### src/rtl/tlb_maintenance_and_tick_defines.svh
// Assertion macros shared by the TLB maintenance and tick block.
`ifndef TLB_MAINTENANCE_AND_TICK_DEFINES_SVH
`define TLB_MAINTENANCE_AND_TICK_DEFINES_SVH

// Concurrent assertion on clk_i, disabled while rst_ni is low.
`define TMT_ASSERT(label, prop, msg) \
  label: assert property (@(posedge clk_i) disable iff (!rst_ni) (prop)) \
    else $error(msg);

// Assertion that the block holds even while reset is applied.
`define TMT_ASSERT_ALWAYS(label, prop, msg) \
  label: assert property (@(posedge clk_i) (prop)) else $error(msg);

`endif

### src/rtl/tmt_ram.sv
// Generic single-port RAM with registered read data.
`timescale 1ns / 1ps
`default_nettype none
module tmt_ram #(
  parameter int WIDTH = 8,
  parameter int DEPTH = 16
) (
  input  wire logic                                     clk_i,
  input  wire logic                                     en_i,
  input  wire logic                                     we_i,
  input  wire logic [((DEPTH > 1) ? $clog2(DEPTH) : 1)-1:0] addr_i,
  input  wire logic [WIDTH-1:0]                         wdata_i,
  output      logic [WIDTH-1:0]                         rdata_o
);

  logic [WIDTH-1:0] mem_q [DEPTH];

  always_ff @(posedge clk_i) begin
    if (en_i) begin
      if (we_i) begin
        mem_q[addr_i] <= wdata_i;
      end else begin
        rdata_o <= mem_q[addr_i];
      end
    end
  end

endmodule
`default_nettype wire
### config.mk
export PLATFORM = sky130hd
export DESIGN_NAME = tmt_ram
export DESIGN_NICKNAME = d
export VERILOG_FILES = /design/src/rtl/tlb_maintenance_and_tick_defines.svh /design/src/rtl/tmt_ram.sv
export SDC_FILE = /design/constraint.sdc
export NUM_CORES = 1
export LEC_CHECK = 0
export ABC_AREA = 1
export BUFFER_PORTS_ARGS = -buffer_cell sky130_fd_sc_hd__buf_2
export CAP_MARGIN = 20
export CORE_MARGIN = 8
export CORE_UTILIZATION = 64
export DETAILED_ROUTE_END_ITERATION = 10
export GPL_TIMING_DRIVEN = 0
export PLACE_DENSITY = 0.84
export SKIP_CTS_REPAIR_TIMING = 1
export SLEW_MARGIN = 0
export SYNTH_ARGS = -nofsm -noshare
export SYNTH_HDL_FRONTEND = slang
export SYNTH_SLANG_ARGS = --single-unit
### constraint.sdc
create_clock -name clk_i -period 3.75 [get_ports clk_i]
set_clock_uncertainty 0.2 [all_clocks]
set_input_delay 0.75 -clock clk_i [delete_from_list [all_inputs] [get_ports clk_i]]
set_output_delay 0.75 -clock clk_i [all_outputs]
set_load 0.01 [all_outputs]
* Word-level counts from Yosys, hierarchy flattened *
Memories as Yosys holds them, arrays and structs flattened. A register that Yosys moved wholly into a read port is not among the register bits.
Index checks and enable logic that the tools add are counted.
W data, S select, Z words.

storage, ports and cells
  register bits = 0
  bits in latches = 0
  bits in writable memories = 128
  bits in read-only memories = 0
  input bits = 15
  output and inout bits = 8
  logic and storage cells = 6
  memories = 1

operators by class
  add/sub/neg operators = 0
  multipliers = 0
  divide/modulo/power cells = 0
  $lt $le $gt $ge = 0
  equality and inequality tests = 0
  shift operators = 0
  muxes and demuxes = 3
  bitwise gates (word level) = 1
  reduce and logical (&&, ||, !) cells = 1

memory list
  name   words  bits a word  read ports  clocked after memory_dff  write ports  RTL line       text
  mem_q  16     8            1           1                         1            tmt_ram.sv:16  logic [WIDTH-1:0] mem_q [DEPTH];

operators with widths
  operator           count
  $mux W1            3
  $reduce_and A2 Y1  1
  $not A1 Y1         1

* Depth between registers and ports, before layout *
Gate-level depths: netlist (run 1).

  word-level depth = 3
  mapped depth = 11
  depth with buffers taken out = 9

* Worst setup path before layout (run 1) *
OpenSTA, ideal clock, no wires.

  path type = in2reg
  from = input addr_i[1] (netlist bit)
  to = memory mem_q[12][0], enable pin
  library setup time = 0.370 ns
  arrival time = 1.684 ns
  path slack = 1.496 ns
  stages = 5
  cell sequence = buf_2 inv_2 buf_2 nand3_1 nor2_1

RTL lines
  what                RTL line       text
  start: declaration  tmt_ram.sv:11  input wire logic [((DEPTH > 1) ? $clog2(DEPTH) : 1)-1:0] addr_i,
  end: declaration    tmt_ram.sv:16

Straight into the memory's write port.

* Worst setup path after layout (run 1) *
  from = input addr_i[1] (netlist bit)
  to = memory mem_q[9][2], enable pin

Straight into the memory's write port.

==> results of run 1 <==
[synthesized netlist by cell type]
| cell type | instances |
|---|---|
| nand2_1 | 347 |
| inv_2 | 4 |
| nor2_1 | 19 |
| buf_2 | 12 |
| edfxtp_1 | 136 |
| clkbuf_1 | 2 |
| inv_1 | 21 |
| buf_4 | 7 |
| nand3_1 | 4 |
[critical path: stages]
cell	delay (ns)
buf_2	0.17
inv_2	0.16
buf_2	0.24
nand3_1	0.27
nor2_1	0.67
[worst paths after layout]
path / end / slack [ns] / cells past startpoint
min reg2reg: rdata_o[5] / 0.63 / 8
max reg2reg: rdata_o[0] / 2.35 / 8
min: mem_q[13][2] / 0.46 / 1
max: mem_q[9][2] / 1.44 / 5
[state kept, by name, summed over array words and instances (netlist names)]
name / count
mem_q: 128
rdata_o: 8
[logic make-up after synthesis]
family | share of synthesized area [%]
buffers and inverters | 3.76
flip-flops | 71.8
AND/OR/NAND/NOR | 24.5
[cell type report]
class	count	area (um^2)	share of cell area, %
Clock buffer	18	418	6.41
Multi-Input combinational cell	370	1390	21.4
Inverter	25	93.8	1.44
Tap cell	108	135	2.07
Clock inverter	14	173	2.65
Buffer	21	120	1.84
Sequential cell	136	4080	62.6
Timing Repair Buffer	21	105	1.61
[power breakdown]
group / switching (mW) / total (mW) / internal [mW]
Combinational: 0.149 / 0.202 / 0.0521
Sequential: 0.00486 / 1.70 / 1.70
Clock: 0.627 / 1.64 / 1.02
[per-stage QoR]
| stage | util (%) | area [um^2] | hold WS, ns |
|---|---|---|---|
| 6_report | 75.2 | 6520 | 0.459 |
| 5_1_grt | 75.2 | 6520 | 0.459 |
| 4_1_cts | 75.2 | 6520 | 0.455 |
| 3_5_place_dp | 68.4 | 5930 | 0.594 |
| 3_3_place_gp | 68.4 | 5930 | 0.563 |
| 2_1_floorplan | - | 5690 | 0.518 |
[per-layer routing]
layer  wire length, um  part of all wire [%]  global-route usage (%)  vias up
li1                  -                     -                       -     1856
met1              5090                    39                    28.2     1865
met2              6440                    49                    37.7      234
met3              1240                   9.4                    5.93       57
met4               437                   3.3                    11.0        0
met5                 0                     0                       0        -
==> run summary, run 1 <==
Synth cell types: 9
Global-route wire length before repair: 20200 um
Initial antenna violation count: 0
Syn avg cell area: 10.3 um^2
Setup Viol. Count Final: 0
Core box area: 8680 um^2
Crit end category: flop
Clk buf depth: 2
Crit path arrival time: 2.26 ns
Peak supply drop: 0.405 mV
Max frequency: 0.432 GHz
GRT overflow: 0
Worst Tran Pin Value: 0.890 ns
Setup ws final: 1.44 ns
RSZ-0062 raised after global routing: false
Pin count of the biggest net entering global routing: 17
Outcome: finished, final reports clean
Top post-synthesis cells by area: edfxtp_1 (72%), nand2_1 (23%), inv_1 (1.4%)
Die Y: 110 um
Number of cells after detailed placement: 681
Register area share after synthesis: 71.8%
Initial Util: 65.6%
Final min period: 2.31 ns
Fin. max-slew vios: 0
Worst-skew pair later-pin latency: 0.53 ns
Final Cycle Share: 61.7%
Most frequent cells in the layout: nand2_1 (347), edfxtp_1 (136), buf_2 (33)
Synth-to-Final Area Change: 14.6%
I/O pins: 23
Average routed wire per standard cell: 18.5 um
Crit-path max FO: 10
Ys Warns: 0
Critical path origin: addr_i[1]
Post-Place Setup Slack: 0.925 ns
CP Launch Type: input pin
Worst path required time: 3.70 ns
Static Leakage: 2.81 nW
Syn Nets: 567
Full die area: 12200 um^2
Max cap viols: 0
Number of filler cells placed in the layout: 570
I/O Buffers: 21
Vias in the first global route: 3993
Mapped Area: 5690 um^2
Setup TNS Final: 0 ns
Clock root buffer: clkbuf_8
Total Power: 3.55 mW
Final antenna-violating net count: 0
Min-delay src: wdata_i[2]
Max_slew headroom: 40.4%
Share of the synthesized area in the top cell type: 71.8%
Initial DRC Count: 459
Vias/cell: 5.63
Detailed Route WL: 13200 um
Nets: 607
Critical R2R Launch: mem_q[15][0]
CTS clk-pin slew, worst paths: 0.06 ns
Total GRT Usage: 23.1%
DRT Pass-1 Iters: 5
HP Class: input pin to flop
Layout cells sized above 1: 12.2%
Most common cell after layout, fill and taps aside: nand2_1
Synth Register Bits: 136
Clk sinks: 136
Final Hold Vio Count: 0
DIE WIDTH: 110 um
CTS Buf Count: 17
Final Wtd Congestion: 0.912
Antenna diodes: 0
Post-DP HPWL: 8490 um
CTS tree: built
CP Class: input pin to flop
Yosys top cell by area: edfxtp_1
Routed vias: 4012
H-tree depth: 4
Pwr/cell area: 544 nW/um^2
# DRC: 0
Syn Inst Count: 552
Row cnt: 34
Finished Layout Cells: 713
(Power assumes the default switching activity.)
==> run 2, diff against run 1 <==
CORE_UTILIZATION = 61   (was 64)
PLACE_DENSITY = 0.81   (was 0.84)
clock period = 2.2 ns   (was 3.75 ns; I/O delays follow)
==> run summary, run 2 (same netlist as run 1, synthesis figures left out) <==
I/O pins: 23
Worst path required time: 2.15 ns
Net switching power: 1.30 mW
Setup Viol. Count Final: 0
Worst-skew pair later-pin latency: 0.52 ns
CTS clk-pin slew, worst paths: 0.06 ns
Pwr/cell area: 949 nW/um^2
Full die area: 12700 um^2
Total Power: 6.22 mW
Antenna diodes: 0
Biggest regs: mem_q: 128 flops, rdata_o: 8 flops
Row cnt: 35
Total GRT Usage: 21.4%
Peak supply drop: 0.715 mV
Core box area: 9150 um^2
CTS Buf Count: 17
Initial antenna violation count: 0
Final Hold Vio Count: 0
Post-Place Setup Slack: -0.294 ns
I/O Buffers: 21
Static Leakage: 2.83 nW
RSZ-0062 raised after global routing: false
Max cap viols: 0
Clock root buffer: clkbuf_8
Final Wtd Congestion: 0.873
DRT Pass-1 Iters: 5
Final antenna-violating net count: 0
Vias in the first global route: 4071
Sw frac: 20.9%
Final min period: 2.04 ns
Outcome: finished, final reports clean
Synth-to-Final Area Change: 15.2%
Number of filler cells placed in the layout: 559
Clk buf depth: 2
CTS tree: built
Clock Power Share: 47.9%
Average routed wire per standard cell: 18.1 um
Setup ws final: 0.158 ns
Clk sinks: 136
GRT overflow: 0
Worst Tran Pin Value: 0.789 ns
CP Launch Type: input pin
Max_slew headroom: 47.2%
Final Cycle Share: 92.8%
Global-route wire length before repair: 20300 um
Crit path arrival time: 1.99 ns
HP Class: input pin to flop
Biggest register: mem_q
Routed vias: 3986
Logic gate share of total power: 5.5%
Pin count of the biggest net entering global routing: 17
Vias/cell: 5.57
Initial DRC Count: 356
Fin. max-slew vios: 0
Pint: 4.92 mW
Initial Util: 62.2%
Max reg flops: 128
Most common cell after layout, fill and taps aside: nand2_1
H-tree depth: 4
Layout cells sized above 1: 11.9%
Most frequent cells in the layout: nand2_1 (347), edfxtp_1 (136), buf_2 (33)
Crit-path max FO: 10
Post-DP HPWL: 7850 um
Die Y: 113 um
Max frequency: 0.490 GHz
Crit end category: flop
DIE WIDTH: 113 um
# DRC: 0
Detailed Route WL: 12900 um
Nets: 607
Seq pwr share: 46.6%
CP Class: input pin to flop
run 2: cell types whose count changed in the layout (fill, tap and decap cells not counted):
| cell | change |
|---|---|
| bufinv_16 | +2 |
| clkinv_1 | +1 |
| clkinv_4 | +1 |
| inv_6 | -3 |
| clkinvlp_4 | -2 |
run 2: critical path, stage by stage:
cell	delay [ns]
buf_2	0.16
inv_2	0.15
buf_2	0.25
nand3_1	0.30
nor2_1	0.68
run 2: routing by layer:
metal	up-vias	wire length (um)	share of wire (%)	GRT usage (%)
met5	-	0	0	0
met4	0	528	4.1	11.6
met3	54	1360	10	4.99
met2	271	6450	50	35.8
met1	1810	4610	36	25.2
li1	1851	-	-	-
run 2: final cells by class:
type | instances | area (um^2) | area share (%)
flip-flops and latches | 136 | 4080 | 62.3
multi-input cells | 370 | 1390 | 21.3
clock buffers | 18 | 418 | 6.37
clock inverters | 13 | 204 | 3.11
well taps | 111 | 139 | 2.12
plain buffers | 21 | 120 | 1.83
repair buffers | 21 | 105 | 1.60
inverters | 25 | 93.8 | 1.43
run 2: power by group through the flow:
stage / Clock [mW] / Sequential, mW / Combinational (mW)
after floorplan: 0 / 2.96 / 0.191
after global placement: 0 / 2.95 / 0.311
after detailed placement: 0 / 2.95 / 0.325
after CTS: 2.98 / 2.90 / 0.334
after global routing: 3.09 / 2.90 / 0.375
final: 2.98 / 2.90 / 0.340
run 2: worst paths after layout:
path	startpoint	endpoint	slack, ns	cells past startpoint
min reg2reg	mem_q[11][7]	rdata_o[7]	0.60	8
max reg2reg	mem_q[7][5]	rdata_o[5]	0.76	8
max	addr_i[1]	mem_q[5][4]	0.16	5
min	we_i	rdata_o[6]	0.14	2
run 2: metrics by stage:
step | area, um^2 | std cells | setup TNS [ns] | utilization [%] | hold WS, ns
2_1_floorplan | 5690 | 552 | 0 | - | 0.339
3_3_place_gp | 5940 | 684 | -20.10 | 64.9 | 0.566
3_5_place_dp | 5940 | 684 | -26.54 | 64.9 | 0.588
4_1_cts | 6560 | 715 | 0 | 71.6 | 0.125
5_1_grt | 6560 | 715 | 0 | 71.6 | 0.126
6_report | 6560 | 715 | 0 | 71.6 | 0.141
==> run 3, diff against run 2 <==
CORE_UTILIZATION = 64   (was 61)
CTS_BUF_LIST = sky130_fd_sc_hd__clkbuf_4 sky130_fd_sc_hd__clkbuf_8   (was default)
PLACE_DENSITY = 0.84   (was 0.81)
==> run summary, run 3 (same netlist as run 1, synthesis figures left out) <==
Outcome: finished, final reports clean
Number of filler cells placed in the layout: 612
Nets: 607
Critical R2R Launch: mem_q[8][1]
Total GRT Usage: 22.7%
Crit path top cell by count: buf_2
Crit-path max FO: 10
Most common cell after layout, fill and taps aside: nand2_1
Global-route wire length before repair: 19700 um
Fin util: 73.1%
I/O pins: 23
CTS clk-pin slew, worst paths: 0.08 ns
Max reg flops: 128
Clk sinks: 136
Number of cells after detailed placement: 681
Clock root buffer: clkbuf_8
CP peak stage delay: 0.67 ns
Pwr/cell area: 842 nW/um^2
Worst hold path depth: 1
Setup Viol. Count Final: 0
Most frequent cells in the layout: nand2_1 (347), edfxtp_1 (136), buf_2 (33)
CP Launch Type: input pin
Final Hold Vio Count: 0
Static Leakage: 2.73 nW
RSZ-0062 raised after global routing: false
Initial antenna violation count: 0
Detailed Route WL: 12900 um
Max cap viols: 0
HP Class: input pin to flop
# DRC: 0
Finished Cell Area: 6350 um^2
Post-DP HPWL: 8490 um
Fin. max-slew vios: 0
Crit-path cells: buf_2, inv_2, buf_4, buf_2, nand3_1, nor2_1
Family with the most delay on the worst path: simple AND/OR/NAND/NOR gates
GRT overflow: 0
Final antenna-violating net count: 0
Reg2reg end: rdata_o[1]
Area occupied by multi-input gates: 1390 um^2
Final min period: 2.10 ns
Synth-to-Final Area Change: 11.5%
Biggest register: mem_q
Worst hold path endpoint: mem_q[13][2]
I/O Buffers: 21
DIE WIDTH: 110 um
Final Cycle Share: 95.3%
Initial DRC Count: 370
Pin count of the biggest net entering global routing: 17
CTS tree: built
Worst Tran Pin Value: 0.875 ns
Max frequency: 0.477 GHz
CTS Buf Count: 17
Critical-path top delay cell: nor2_1
Worst R2R Setup Slack: 0.82 ns
H-tree depth: 4
Worst Path Buf+Inv: 4
Row cnt: 34
Max_slew headroom: 41.5%
Core box area: 8680 um^2
Vias in the first global route: 3928
Crit path arrival time: 1.95 ns
Sequential cell area: 4080 um^2
Worst-skew pair later-pin latency: 0.43 ns
Routed vias: 3898
Area post-placement: 5930 um^2
Peak supply drop: 0.682 mV
Min-delay src: wdata_i[2]
R2R depth: 8
Die Y: 110 um
CP Class: input pin to flop
Total Power: 5.34 mW
Biggest regs: mem_q: 128 flops, rdata_o: 8 flops
Vias/cell: 5.47
Layout cells sized above 1: 12.4%
Antenna diodes: 0
Initial Util: 65.6%
Worst path required time: 2.06 ns
Clk buf depth: 2
Final Wtd Congestion: 0.912
DRT Pass-1 Iters: 5
Full die area: 12200 um^2
Average routed wire per standard cell: 18.1 um
Crit end category: flop
Finished Layout Cells: 713
## run 3: cell types whose count changed in the layout (fill, tap and decap cells not counted)
cell | before | now
clkbuf_16 | 16 | 0
clkbuf_1 | 3 | 2
inv_6 | 0 | 3
clkinv_1 | 2 | 1
clkinv_4 | 3 | 2
clkbuf_4 | 0 | 1
bufinv_16 | 5 | 3
clkinvlp_4 | 2 | 4
clkbuf_8 | 1 | 17
## run 3: through the flow
stage	setup slack [ns]	TNS [ns]	hold slack, ns
6_report	0.104	0	0.244
3_5_place_dp	-0.315	-27.83	0.594
3_3_place_gp	-0.278	-24.67	0.563
4_1_cts	0.149	0	0.222
5_1_grt	0.00538	0	0.223
2_1_floorplan	0.256	0	0.339
## run 3: report_power, final
part           internal, mW  leakage, nW  switching, mW  total [mW]
combinational        0.0889         1.30          0.253       0.342
clock                  1.14        0.197          0.964        2.10
sequential             2.89         1.23        0.00799        2.90
total                  4.12         2.73           1.23        5.34
## run 3: layout make-up
class	instances	share of cell area, %
clock inverter	14	2.72
clock buffer	18	3.81
tap	108	2.13
timing repair buffer	21	1.66
multi-input combinational	370	22.0
sequential	136	64.4
buffer	21	1.89
inverter	25	1.48
## run 3: how the worst max path moves through the flow
| stage | from | end | cells past startpoint |
|---|---|---|---|
| 2_1_floorplan | addr_i[1] | mem_q[12][0] | 5 |
| 3_3_place_gp | addr_i[0] | mem_q[10][4] | 6 |
| 3_5_place_dp | addr_i[0] | mem_q[10][4] | 6 |
| 4_1_cts | addr_i[0] | mem_q[10][5] | 6 |
| 5_1_grt | addr_i[0] | mem_q[10][5] | 6 |
| 6_report | addr_i[0] | mem_q[10][7] | 6 |
## run 3: routing by layer
| layer | track usage [%] | up-vias | routed length [um] |
|---|---|---|---|
| li1 | - | 1850 | - |
| met1 | 27.6 | 1810 | 5060 |
| met2 | 36.9 | 196 | 6300 |
| met3 | 5.70 | 42 | 1140 |
| met4 | 11.5 | 0 | 397 |
| met5 | 0 | - | 0 |
## run 3: worst register-to-register path: stages (launching register included)
cell	delay, ns
edfxtp_1	0.36
nand2_1	0.09
nand2_1	0.07
nand2_1	0.08
nand2_1	0.08
nand2_1	0.08
nand2_1	0.07
inv_1	0.07
nand2_1	0.05
